--- src/design/hat_pkg.sv ---
package hat_pkg;

	localparam int TIME_W     = 47;
	localparam int RES_W      = 48;
	localparam int IVL_W      = 24;
	localparam int K_W        = 32;
	localparam int MEAN_W     = 32;
	localparam int PROD_W     = 52;
	localparam int CFG_IDX_W  = 2;
	localparam int CFG_DATA_W = 47;

	localparam int SHORT_DEPTH_DEF = 16;
	localparam int LONG_DEPTH_DEF  = 64;

	localparam logic [IVL_W-1:0] HB_INTERVAL_RST   = 24'd256000;
	localparam logic [IVL_W-1:0] SAFETY_MARGIN_RST = 24'd256000;
	localparam logic [K_W-1:0]   K_NONE            = 32'hFFFF_FFFF;
	localparam logic [K_W-1:0]   K_MAX             = 32'hFFFF_FFFE;

	typedef enum logic [CFG_IDX_W-1:0] {
		CFG_TIME_ORIGIN   = 2'd0,
		CFG_HB_INTERVAL   = 2'd1,
		CFG_SAFETY_MARGIN = 2'd2
	} cfg_idx_t;

	typedef struct packed {
		logic start;
		logic busy;
	} unit_ctl_t;

	function automatic logic signed [RES_W-1:0] sat48(input logic signed [63:0] v);
		logic signed [63:0] hi;
		logic signed [63:0] lo;
		hi = 64'sh0000_7FFF_FFFF_FFFF;
		lo = -64'sh0000_8000_0000_0000;
		if (v > hi) return hi[RES_W-1:0];
		if (v < lo) return lo[RES_W-1:0];
		return v[RES_W-1:0];
	endfunction

	function automatic logic signed [MEAN_W-1:0] sat32(input logic signed [63:0] v);
		logic signed [63:0] hi;
		logic signed [63:0] lo;
		hi = 64'sh0000_0000_7FFF_FFFF;
		lo = -64'sh0000_0000_8000_0000;
		if (v > hi) return hi[MEAN_W-1:0];
		if (v < lo) return lo[MEAN_W-1:0];
		return v[MEAN_W-1:0];
	endfunction

endpackage

--- src/design/hat_mul.sv ---
// Shift-add multiplier, one multiplier bit per cycle; |product| clamped to 2^50.
module hat_mul (
	input  logic                                 clk,
	input  logic                                 arst_n,
	input  hat_pkg::unit_ctl_t                   ctl_in,
	output logic                                 busy,
	input  logic [hat_pkg::K_W-1:0]              a,
	input  logic signed [hat_pkg::MEAN_W-1:0]    b,
	output logic signed [hat_pkg::PROD_W-1:0]    prod
);
	localparam int AW = hat_pkg::K_W;
	localparam int CW = $clog2(AW + 1);
	localparam logic [2*AW-1:0] CLAMP = 64'd1 << 50;

	logic [2*AW-1:0]   p_q;
	logic [AW-1:0]     mag_q;
	logic              neg_q;
	logic [CW-1:0]     cnt_q;
	logic              busy_q;
	logic [AW:0]       sum;
	logic [2*AW-1:0]   clamped;

	assign sum  = {1'b0, p_q[2*AW-1:AW]} + (p_q[0] ? {1'b0, mag_q} : {(AW+1){1'b0}});
	assign busy = busy_q;

	always_ff @(posedge clk or negedge arst_n) begin
		if (!arst_n) begin
			busy_q <= 1'b0;
			cnt_q  <= '0;
		end else if (ctl_in.start) begin
			busy_q <= 1'b1;
			cnt_q  <= '0;
		end else if (busy_q) begin
			cnt_q <= cnt_q + 1'b1;
			if (cnt_q == CW'(AW - 1)) busy_q <= 1'b0;
		end
	end

	always_ff @(posedge clk) begin
		if (ctl_in.start) begin
			p_q   <= {{AW{1'b0}}, a};
			neg_q <= b[AW-1];
			mag_q <= b[AW-1] ? AW'(-b) : AW'(b);
		end else if (busy_q) begin
			p_q <= {sum, p_q[AW-1:1]};
		end
	end

	always_comb begin
		clamped = (p_q > CLAMP) ? CLAMP : p_q;
		prod = neg_q ? -$signed(clamped[hat_pkg::PROD_W-1:0])
			: $signed(clamped[hat_pkg::PROD_W-1:0]);
	end
endmodule

--- config.mk ---
export PLATFORM = sky130hd
export DESIGN_NAME = hat_mul
export DESIGN_NICKNAME = d
export VERILOG_FILES = /design/src/design/hat_pkg.sv /design/src/design/hat_mul.sv
export SDC_FILE = /design/constraint.sdc
export NUM_CORES = 1
export LEC_CHECK = 0
export BUFFER_PORTS_ARGS = -buffer_cell sky130_fd_sc_hd__buf_4
export CORE_ASPECT_RATIO = 0.9
export CORE_MARGIN = 2
export CORE_UTILIZATION = 58
export DETAILED_ROUTE_END_ITERATION = 12
export PLACE_DENSITY = 0.83
export SETUP_SLACK_MARGIN = 0.15
export SLEW_MARGIN = 0
export SYNTH_ARGS = -nofsm -noshare
export SYNTH_HDL_FRONTEND = slang
export SYNTH_SLANG_ARGS = --single-unit
export TNS_END_PERCENT = 20
--- constraint.sdc ---
create_clock -name clk -period 5.2 [get_ports clk]
set_input_delay 0.26 -clock clk [delete_from_list [all_inputs] [get_ports clk]]
set_output_delay 0.26 -clock clk [all_outputs]
set_load 0.005 [all_outputs]
==> reports/results.txt <==
Top FF cell, synth - edfxtp_1
Post-synth cell types - 80
Largest net degree at the start of global routing - 64
Routed vias/inst - 5.966
PortBufs - 119
Placed Cells incl. Taps - 1064
Synth Cell Area - 0.007636 sq mm
TritonCTS clock tree - done
R2R setup slack - 0.93 ns
Sequential area share after synthesis - 0.3624
Nets - 1016
Fin crit period - 4.702 ns
Skew final - 0.01142 ns
Mapped Nets - 912
Worst Path Max Fanout - 12
CP startpoint - p_q[43]
Die area - 0.01410 sq mm
Initial antenna violation count - 0
Worst-Margin Slew - 1.061 ns
Grt ovf - 0
Final RePlAce weighted congestion - 0.9225
Clock Latency Late Sink - 0.35 ns
CTS max path bufs - 2
Worst Hold Launch - b[0]
VDD IR max - 232.6 uV
Fin. Hold Viols - 0
FILL cells - 1030
Total GRT Usage - 0.2505
Sum Neg Setup Slack - 0 ns
R2R Path End - p_q[61]
N_diodes - 0
Share of cells above drive strength 1 - 0.2214
CP Data Arrival Time - 4.44 ns
Cell Count, Final, Fillers Out - 1081
Endpoint type of the worst setup path - output port
Post-synthesis register bit count - 104
Final worst path period share - 0.9042
Pwr per Cell Area - 362.5 mW/mm^2
# setup viols final - 0
Register Area - 0.002768 sq mm
Hold Crit Endpoint - mag_q[0]
HP Class - input pin to register
Initial DRC count - 500
Height of the die - 112.9 microns
Cell count after synthesis - 808
Fmax - 212.7 MHz
CP Class - register to output port
First-pass GRT wire length - 28.97 mm
RSZ-0062 raised after global routing - no
Syn avg cell area - 9.451 sq um
IO Count - 121
Commonest non-fill, non-tap cell in the layout - buf_4
Placed Area - 0.008635 sq mm
WL per Instance - 16.25 microns
Initial Utilization - 0.5973
Num CTS Buffers - 9
Status - completed
Initial DRT Pass Iterations - 5
H-tree Lvls - 3
FF-to-FF Start - p_q[0]
Synth warnings - 0
Placed wire-length estimate - 12.70 mm
Final Total Pwr - 3.247 mW
DR vias - 6449
Worst-path clk slew - 0.07 ns
Max Slew Vio Count - 0
FF-to-FF path depth - 12
Die W - 125.0 microns
Hold path depth - 1
CP Launch Type - register
Root buf cell - clkbuf_16
Multi-input logic area - 0.004672 sq mm
Rows - 39
Post-route cell area - 0.008959 sq mm
Post-route ant nets - 0
Area growth syn-to-layout - 17.32%
Final wirelength - 17.56 mm
Worst hold slack - 0.09649 ns
Vias in the first global route - 5952
DR DRC count - 0
Max-cap viol count - 0
Worst path required time - 4.94 ns
Commonest cells after routing, fill and taps aside - buf_4 (127), nor2_1 (85), edfxtp_1 (65)
Number of synthesized flops with an enable pin - 65
Leakage Power - 3.835 nW
Clock tree sinks - 104
Ys async rst share - 0.06731
Slew HR - 0.2921
Placeable Area - 0.01278 sq mm
-- kinds of logic (layout without fill, tap and decap cells) --
group	after synthesis	count (layout)	share of synthesized area
and+or+nand+nor	284	284	0.1948
AOI/OAI and AO/OA	196	196	0.1794
DFF	104	104	0.3624
xor gates and xnor gates	88	88	0.1009
muxes	54	54	0.07603
buffers and inverters	46	155	0.02638
adders and majority gates	36	36	0.05997
-- through the flow --
stage | worst slack, ns | utilization
after CTS | 0.4218 | 0.7003
after global placement | 0.8956 | 0.6754
after floorplan | 1.223 | -
after global routing | 0.2388 | 0.7007
final | 0.4979 | 0.7007
after detailed placement | 0.8254 | 0.6754
-- state kept, by name (all words and copies together) (netlist names) --
register / flops
cnt_q: 6
mag_q: 32
busy: 1
neg_q: 1
p_q: 64
-- power by group --
part / total, mW / internal [mW] / leakage [nW] / switching [mW]
clock network: 0.706 / 0.401 / 0.153 / 0.305
registers: 1.18 / 1.02 / 1.02 / 0.155
logic: 1.36 / 0.648 / 2.67 / 0.716
-- routing by layer --
metal,vias up,track usage,wire (microns)
met5,-,0,0
met4,0,0.08741,315
met3,19,0.03830,1190
met2,220,0.3953,7816
met1,2990,0.3555,8242
li1,3220,-,-
-- worst max-delay path by stage --
stage	endpoint	slack [ns]	cells past startpoint
after CTS	prod[42]	0.42	16
after detailed placement	prod[42]	0.83	16
final	prod[42]	0.50	16
after global placement	prod[42]	0.90	16
after global routing	prod[42]	0.24	16
after floorplan	prod[48]	1.22	14
-- worst max-delay path: stages, from the launching register on --
cell and delay, ns:
dfxtp_1 0.40, or4_4 0.59, or4_1 0.46, or4_4 0.52, o21ai_4 0.17, and2_1 0.16, buf_4 0.19, nand2_1 0.10
ha_1 0.31, nand3_2 0.17, nor2_1 0.07, nand2_1 0.10, a21boi_2 0.25, o21ai_0 0.15, mux2i_1 0.18, nor2_1 0.07
buf_4 0.18
-- Yosys cell counts, types with 16 or more instances --
cell type,number,area [sq um]
a21o_1,16,120.1
a21oi_1,37,185.2
and2_1,38,237.7
clkbuf_1,22,82.58
dfxtp_1,32,640.6
edfxtp_1,65,1952
ha_1,35,437.9
mux2_2,32,360.4
mux2i_1,22,220.2
nand2_1,53,198.9
nor2_1,85,319.1
o21ai_0,43,215.2
xnor2_1,51,446.7
xor2_1,37,324.1
-- timing repair --
| action | in CTS | in global routing |
|---|---|---|
| endpoints found under the hold margin | 7 | 0 |
| resized for setup | 0 | 1 |
| endpoints found under the setup margin | 0 | 1 |
| setup buffers | 0 | 0 |
| hold buffers | 1 | 0 |
-- final cells by class --
cell class | count | share of cell area
clock buffer | 12 | 0.02863
clock inverter | 4 | 0.005866
multi-input combinational | 658 | 0.5215
sequential | 104 | 0.3089
inverter | 11 | 0.004609
timing repair buffer | 128 | 0.1075
tap | 164 | 0.02291
(Power assumes the default switching activity.)
