### src/design/hat_pkg.sv
package hat_pkg;

	localparam int TIME_W     = 47;
	localparam int RES_W      = 48;
	localparam int IVL_W      = 24;
	localparam int K_W        = 32;
	localparam int MEAN_W     = 32;
	localparam int PROD_W     = 52;
	localparam int CFG_IDX_W  = 2;
	localparam int CFG_DATA_W = 47;

	localparam int SHORT_DEPTH_DEF = 16;
	localparam int LONG_DEPTH_DEF  = 64;

	localparam logic [IVL_W-1:0] HB_INTERVAL_RST   = 24'd256000;
	localparam logic [IVL_W-1:0] SAFETY_MARGIN_RST = 24'd256000;
	localparam logic [K_W-1:0]   K_NONE            = 32'hFFFF_FFFF;
	localparam logic [K_W-1:0]   K_MAX             = 32'hFFFF_FFFE;

	typedef enum logic [CFG_IDX_W-1:0] {
		CFG_TIME_ORIGIN   = 2'd0,
		CFG_HB_INTERVAL   = 2'd1,
		CFG_SAFETY_MARGIN = 2'd2
	} cfg_idx_t;

	typedef struct packed {
		logic start;
		logic busy;
	} unit_ctl_t;

	function automatic logic signed [RES_W-1:0] sat48(input logic signed [63:0] v);
		logic signed [63:0] hi;
		logic signed [63:0] lo;
		hi = 64'sh0000_7FFF_FFFF_FFFF;
		lo = -64'sh0000_8000_0000_0000;
		if (v > hi) return hi[RES_W-1:0];
		if (v < lo) return lo[RES_W-1:0];
		return v[RES_W-1:0];
	endfunction

	function automatic logic signed [MEAN_W-1:0] sat32(input logic signed [63:0] v);
		logic signed [63:0] hi;
		logic signed [63:0] lo;
		hi = 64'sh0000_0000_7FFF_FFFF;
		lo = -64'sh0000_0000_8000_0000;
		if (v > hi) return hi[MEAN_W-1:0];
		if (v < lo) return lo[MEAN_W-1:0];
		return v[MEAN_W-1:0];
	endfunction

endpackage

### src/design/hat_div.sv
// Restoring divider, one quotient bit per cycle; quotient floored.
module hat_div #(
	parameter int NW = 56,
	parameter int DW = 7
) (
	input  logic                  clk,
	input  logic                  arst_n,
	input  hat_pkg::unit_ctl_t    ctl_in,
	output logic                  busy,
	input  logic signed [NW-1:0]  num,
	input  logic [DW-1:0]         den,
	output logic signed [NW-1:0]  quo
);
	localparam int CW = $clog2(NW + 1);

	logic [NW-1:0] m_q;
	logic [DW-1:0] rem_q;
	logic [DW-1:0] den_q;
	logic          neg_q;
	logic [CW-1:0] cnt_q;
	logic          busy_q;
	logic [DW:0]   trial;
	logic          fits;

	assign trial = {rem_q, m_q[NW-1]};
	assign fits  = trial >= {1'b0, den_q};
	assign busy  = busy_q;

	always_ff @(posedge clk or negedge arst_n) begin
		if (!arst_n) begin
			busy_q <= 1'b0;
			cnt_q  <= '0;
		end else if (ctl_in.start) begin
			busy_q <= 1'b1;
			cnt_q  <= '0;
		end else if (busy_q) begin
			cnt_q <= cnt_q + 1'b1;
			if (cnt_q == CW'(NW - 1)) busy_q <= 1'b0;
		end
	end

	always_ff @(posedge clk) begin
		if (ctl_in.start) begin
			m_q   <= num[NW-1] ? NW'(-num) : NW'(num);
			neg_q <= num[NW-1];
			den_q <= den;
			rem_q <= '0;
		end else if (busy_q) begin
			rem_q <= fits ? DW'(trial - {1'b0, den_q}) : trial[DW-1:0];
			m_q   <= {m_q[NW-2:0], fits};
		end
	end

	// negative dividend with remainder: -q-1 == ~q
	always_comb begin
		if (!neg_q)            quo = $signed(m_q);
		else if (rem_q != '0)  quo = $signed(~m_q);
		else                   quo = -$signed(m_q);
	end
endmodule

### config.mk
export PLATFORM = sky130hd
export DESIGN_NAME = hat_div
export DESIGN_NICKNAME = d
export VERILOG_FILES = /design/src/design/hat_pkg.sv /design/src/design/hat_div.sv
export SDC_FILE = /design/constraint.sdc
export NUM_CORES = 1
export LEC_CHECK = 0
export BUFFER_PORTS_ARGS = -buffer_cell sky130_fd_sc_hd__buf_2
export CAP_MARGIN = 15
export CORE_ASPECT_RATIO = 0.6
export CORE_MARGIN = 2
export CORE_UTILIZATION = 57
export CTS_BUF_LIST = sky130_fd_sc_hd__clkbuf_16
export DETAILED_ROUTE_END_ITERATION = 16
export GPL_TIMING_DRIVEN = 0
export PLACE_DENSITY = 0.82
export SKIP_CTS_REPAIR_TIMING = 1
export SYNTH_ARGS = -nofsm -noshare
export SYNTH_HDL_FRONTEND = slang
export SYNTH_SLANG_ARGS = --single-unit
export TNS_END_PERCENT = 5
### constraint.sdc
create_clock -name clk -period 3.3 [get_ports clk]
set_input_delay 0.33 -clock clk [delete_from_list [all_inputs] [get_ports clk]]
set_output_delay 0.33 -clock clk [all_outputs]
set_load 0.005 [all_outputs]
==> results.json <==
{
  "run_status": "finished with violations",
  "failed_checks": "setup timing",
  "critPathSlowestCell": "or4_1",
  "detailroute.via_count": 6839,
  "post_synth_mux_area_share_pct": 0.814,
  "rows": 29,
  "required_time_at_the_worst_slack_endpoint_ps": 2970,
  "synth_cells": 715,
  "post_synth_and_or_nand_nor_area_fraction_pct": 23.4,
  "fill_cells": 821,
  "design.die.area_sq_um": 11900,
  "combinational_family_with_the_most_area_after_synthesis": "simple AND/OR/NAND/NOR gates",
  "drc": 0,
  "ir_drop_mv": 0.347,
  "regToRegEndpoint": "rem_q[6]",
  "clock_sinks": 78,
  "timing.reg2reg.setup_slack_ps": 720,
  "timing.final.max_slew_violations": 0,
  "power-per-cell-area_nw_per_um2": 499,
  "design.core.area_sq_um": 10700,
  "synth_top_area_cell": "edfxtp_1",
  "tritoncts": "done",
  "cpPeakStageDelay_ps": 620,
  "h_tree_levels": 3,
  "synth_xor_xnor_area_share_pct": 13.9,
  "grt_max_degree": 30,
  "detailed_place.area_sq_um": 7110,
  "swShare_pct": 32.8,
  "crit_path_end_kind": "output pin",
  "area_growth_pct": 22.8,
  "grt_remaining_overflow": 0,
  "netlist_area_sq_um": 6300,
  "synth_async_sr_flop_share_pct": 8.97,
  "power_frac_clock_pct": 32.0,
  "synth-compound-area-share_pct": 20.0,
  "final_antenna_net_count": 0,
  "finalSetupViolCount": 2,
  "critical_path.endpoint": "quo[45]",
  "finalClockSkew_ps": 8.85,
  "detail_route.first_pass.iterations": 8,
  "synthesis.area_per_instance_sq_um": 8.82,
  "internal_power_w": 0.00259,
  "r2r.worst_path.cells": 8,
  "layout-drive-gt1-share_pct": 21.9,
  "clk_root_buffer_cell": "clkbuf_16",
  "floorplan.initialDensity_pct": 59.1,
  "clk_path_buf_depth": 2,
  "initial_drt_markers": 1146,
  "critPathArrivalTime_ps": 3010,
  "vias_per_cell": 6.81,
  "numCtsBuffers": 9,
  "die_y_um": 85.5,
  "synth.area.top_cells": "edfxtp_1, xnor2_1, xor2_1",
  "synth_fa_ha_area_share_pct": 2.30,
  "synth_warnings": 0,
  "combinationalPowerShare_pct": 31.7,
  "worst_hold_path_type": "primary input to register",
  "p_seq_share_pct": 36.3,
  "crit_path_max_fanout": 8,
  "antenna_violations_before_repair": 1,
  "postSynthNetCount": 793,
  "avgRoutedWirePerCell_um": 21.6,
  "power.total_w": 0.00386,
  "tightestPinTransition_ps": 1050,
  "critical_path_depth": 6,
  "timing.setup.critical_path_class": "register to output pin",
  "design_area_sq_um": 7740,
  "finalHoldViolCount": 0,
  "synth-edff-count": 64,
  "worst_setup_hold_path_clk_slew_ps": 70,
  "crit_chain": "or4_1, or4b_4, nand3b_4, o41ai_4, xnor2_1, buf_2",
  "maxCapViolCount": 0,
  "worst-path-buf-inv": 1,
  "rr_startpoint": "m_q[55]",
  "power.net_switching_w": 0.00127,
  "synth_top_flop_cell": "edfxtp_1",
  "hpwlAfterDp_um": 15900,
  "netlist-cell-type-count": 64,
  "cp-startpoint": "m_q[41]",
  "critical_path_startpoint_category": "register",
  "ios": 124,
  "port_buffers": 122,
  "timing.fmax_mhz": 300,
  "routed_wl_um": 21700,
  "timing.max_slew.rel_slack_pct": 29.1,
  "gpl.final_weighted_congestion": 0.984,
  "post-route-worst-setup-slack_ps": -36.7,
  "first_global_vias": 6250,
  "place_worst_setup_slack_ps": -91.5,
  "design.final.nets": 937,
  "synthDominantCellAreaShare_pct": 30.5,
  "post-route-min-period_ps": 3340,
  "grt_pass1_wl_um": 33500,
  "groute.usage.overall_pct": 35.6,
  "clock_latency_ps": 340,
  "critical-path-top-delay-family": "simple AND/OR/NAND/NOR gates",
  "synth.ff_latch_count": 78,
  "leakagePower_nw": 2.91,
  "period_share_pct": 101,
  "sequential_element_share_of_the_synthesized_area_pct": 35.5,
  "fp.dieW_um": 140
}
[worst reg2reg max path, cell delays in order (launching register included)]
cell and delay (ps):
edfxtp_1 390, inv_1 70, ha_1 230, fa_1 420, nor2b_1 240, o21ai_0 180, a31oi_1 500, o21ai_0 170
a311oi_1 270
[worst min-delay path by stage]
stage	startpoint	end	slack (ps)	cells past startpoint
floorplan	arst_n	busy	30	0
global placement	arst_n	cnt_q[5]	160	1
detailed placement	arst_n	cnt_q[5]	170	1
CTS	arst_n	cnt_q[5]	-190	1
global route	den[3]	den_q[3]	160	1
finish	den[3]	den_q[3]	160	1
[metrics by stage]
| stage | utilization (%) | cells | hold slack [ps] | setup TNS [ps] |
|---|---|---|---|---|
| final | 72.6 | 1004 | 163 | -40.9 |
| after global placement | 66.4 | 976 | 164 | 0 |
| after detailed placement | 66.6 | 977 | 168 | -180 |
| after floorplan | - | 715 | 34.4 | 0 |
| after CTS | 70.1 | 993 | -186 | -7790 |
| after global routing | 72.6 | 1004 | 161 | -108 |
[logic make-up (layout without fill, tap and decap cells)]
| kind of cell | Yosys count | count (layout) |
|---|---|---|
| AO/OA/AOI/OAI | 184 | 184 |
| adder cells (fa/ha/maj) | 11 | 11 |
| flip-flops | 78 | 78 |
| XOR/XNOR | 100 | 100 |
| AND/OR/NAND/NOR | 271 | 271 |
| multiplexers | 5 | 5 |
| buffers and inverters | 66 | 215 |
| other | 0 | 1 |
[cells in the mapped netlist (9+ instances only)]
cell type / n
xor2_1: 36
inv_1: 24
nand4_1: 12
o21ai_0: 35
or3_1: 18
or2_2: 9
edfxtp_1: 64
nor2_1: 63
nand3_1: 29
nor4_1: 17
or4_1: 23
nand2_1: 41
o41ai_1: 31
nor3_1: 17
xnor2_1: 64
nor2b_1: 12
ha_1: 10
clkbuf_1: 36
a21oi_1: 46
o31ai_1: 30
[flip-flops by register name, indices dropped and copies added (netlist names)]
name / flops
m_q: 56
den_q: 7
rem_q: 7
cnt_q: 6
busy: 1
neg_q: 1
[layout by cell type, fill, tap and decap left out, drive strengths merged, types with 7 or more instances in the layout]
cell,count
clkbuf,43
nand4,12
o41ai,31
or3,20
xnor2,64
inv,24
or2,9
ha,10
and3,7
dfxtp,7
o31ai,30
dfrtp,7
edfxtp,64
or4,25
nor4,18
nand3,29
xor2,36
nor2,63
o21ai,35
nor3,17
nor2b,12
nand2,41
a21oi,46
a311oi,7
buf,140
[metal layers]
| metal | share of wire (%) | GRT usage [%] | wire length (um) |
|---|---|---|---|
| met5 | 0.21 | 0 | 45 |
| met4 | 2.1 | 8.91 | 459 |
| met3 | 17 | 11.7 | 3620 |
| met2 | 40 | 48.6 | 8630 |
| met1 | 41 | 54.1 | 8900 |
[power groups by stage]
stage	logic, W	registers (W)	clock network, W
floorplan	0.000755	0.00135	0
global placement	0.00112	0.00140	0
detailed placement	0.00115	0.00141	0
CTS	0.00116	0.00139	0.00124
global route	0.00134	0.00142	0.00128
finish	0.00122	0.00140	0.00124
[layout make-up]
cell class                 count  area, sq um  area share (%)
timing repair buffer         134          716            9.25
antenna                        1         2.50          0.0323
sequential                    78         2240            28.9
tap                          139          174            2.25
multi-input combinational    571         3980            51.4
buffer                        41          169            2.18
clock buffer                   9          225            2.91
inverter                      24         90.1            1.16
clock inverter                 7          146            1.89
(Power assumes the default switching activity.)
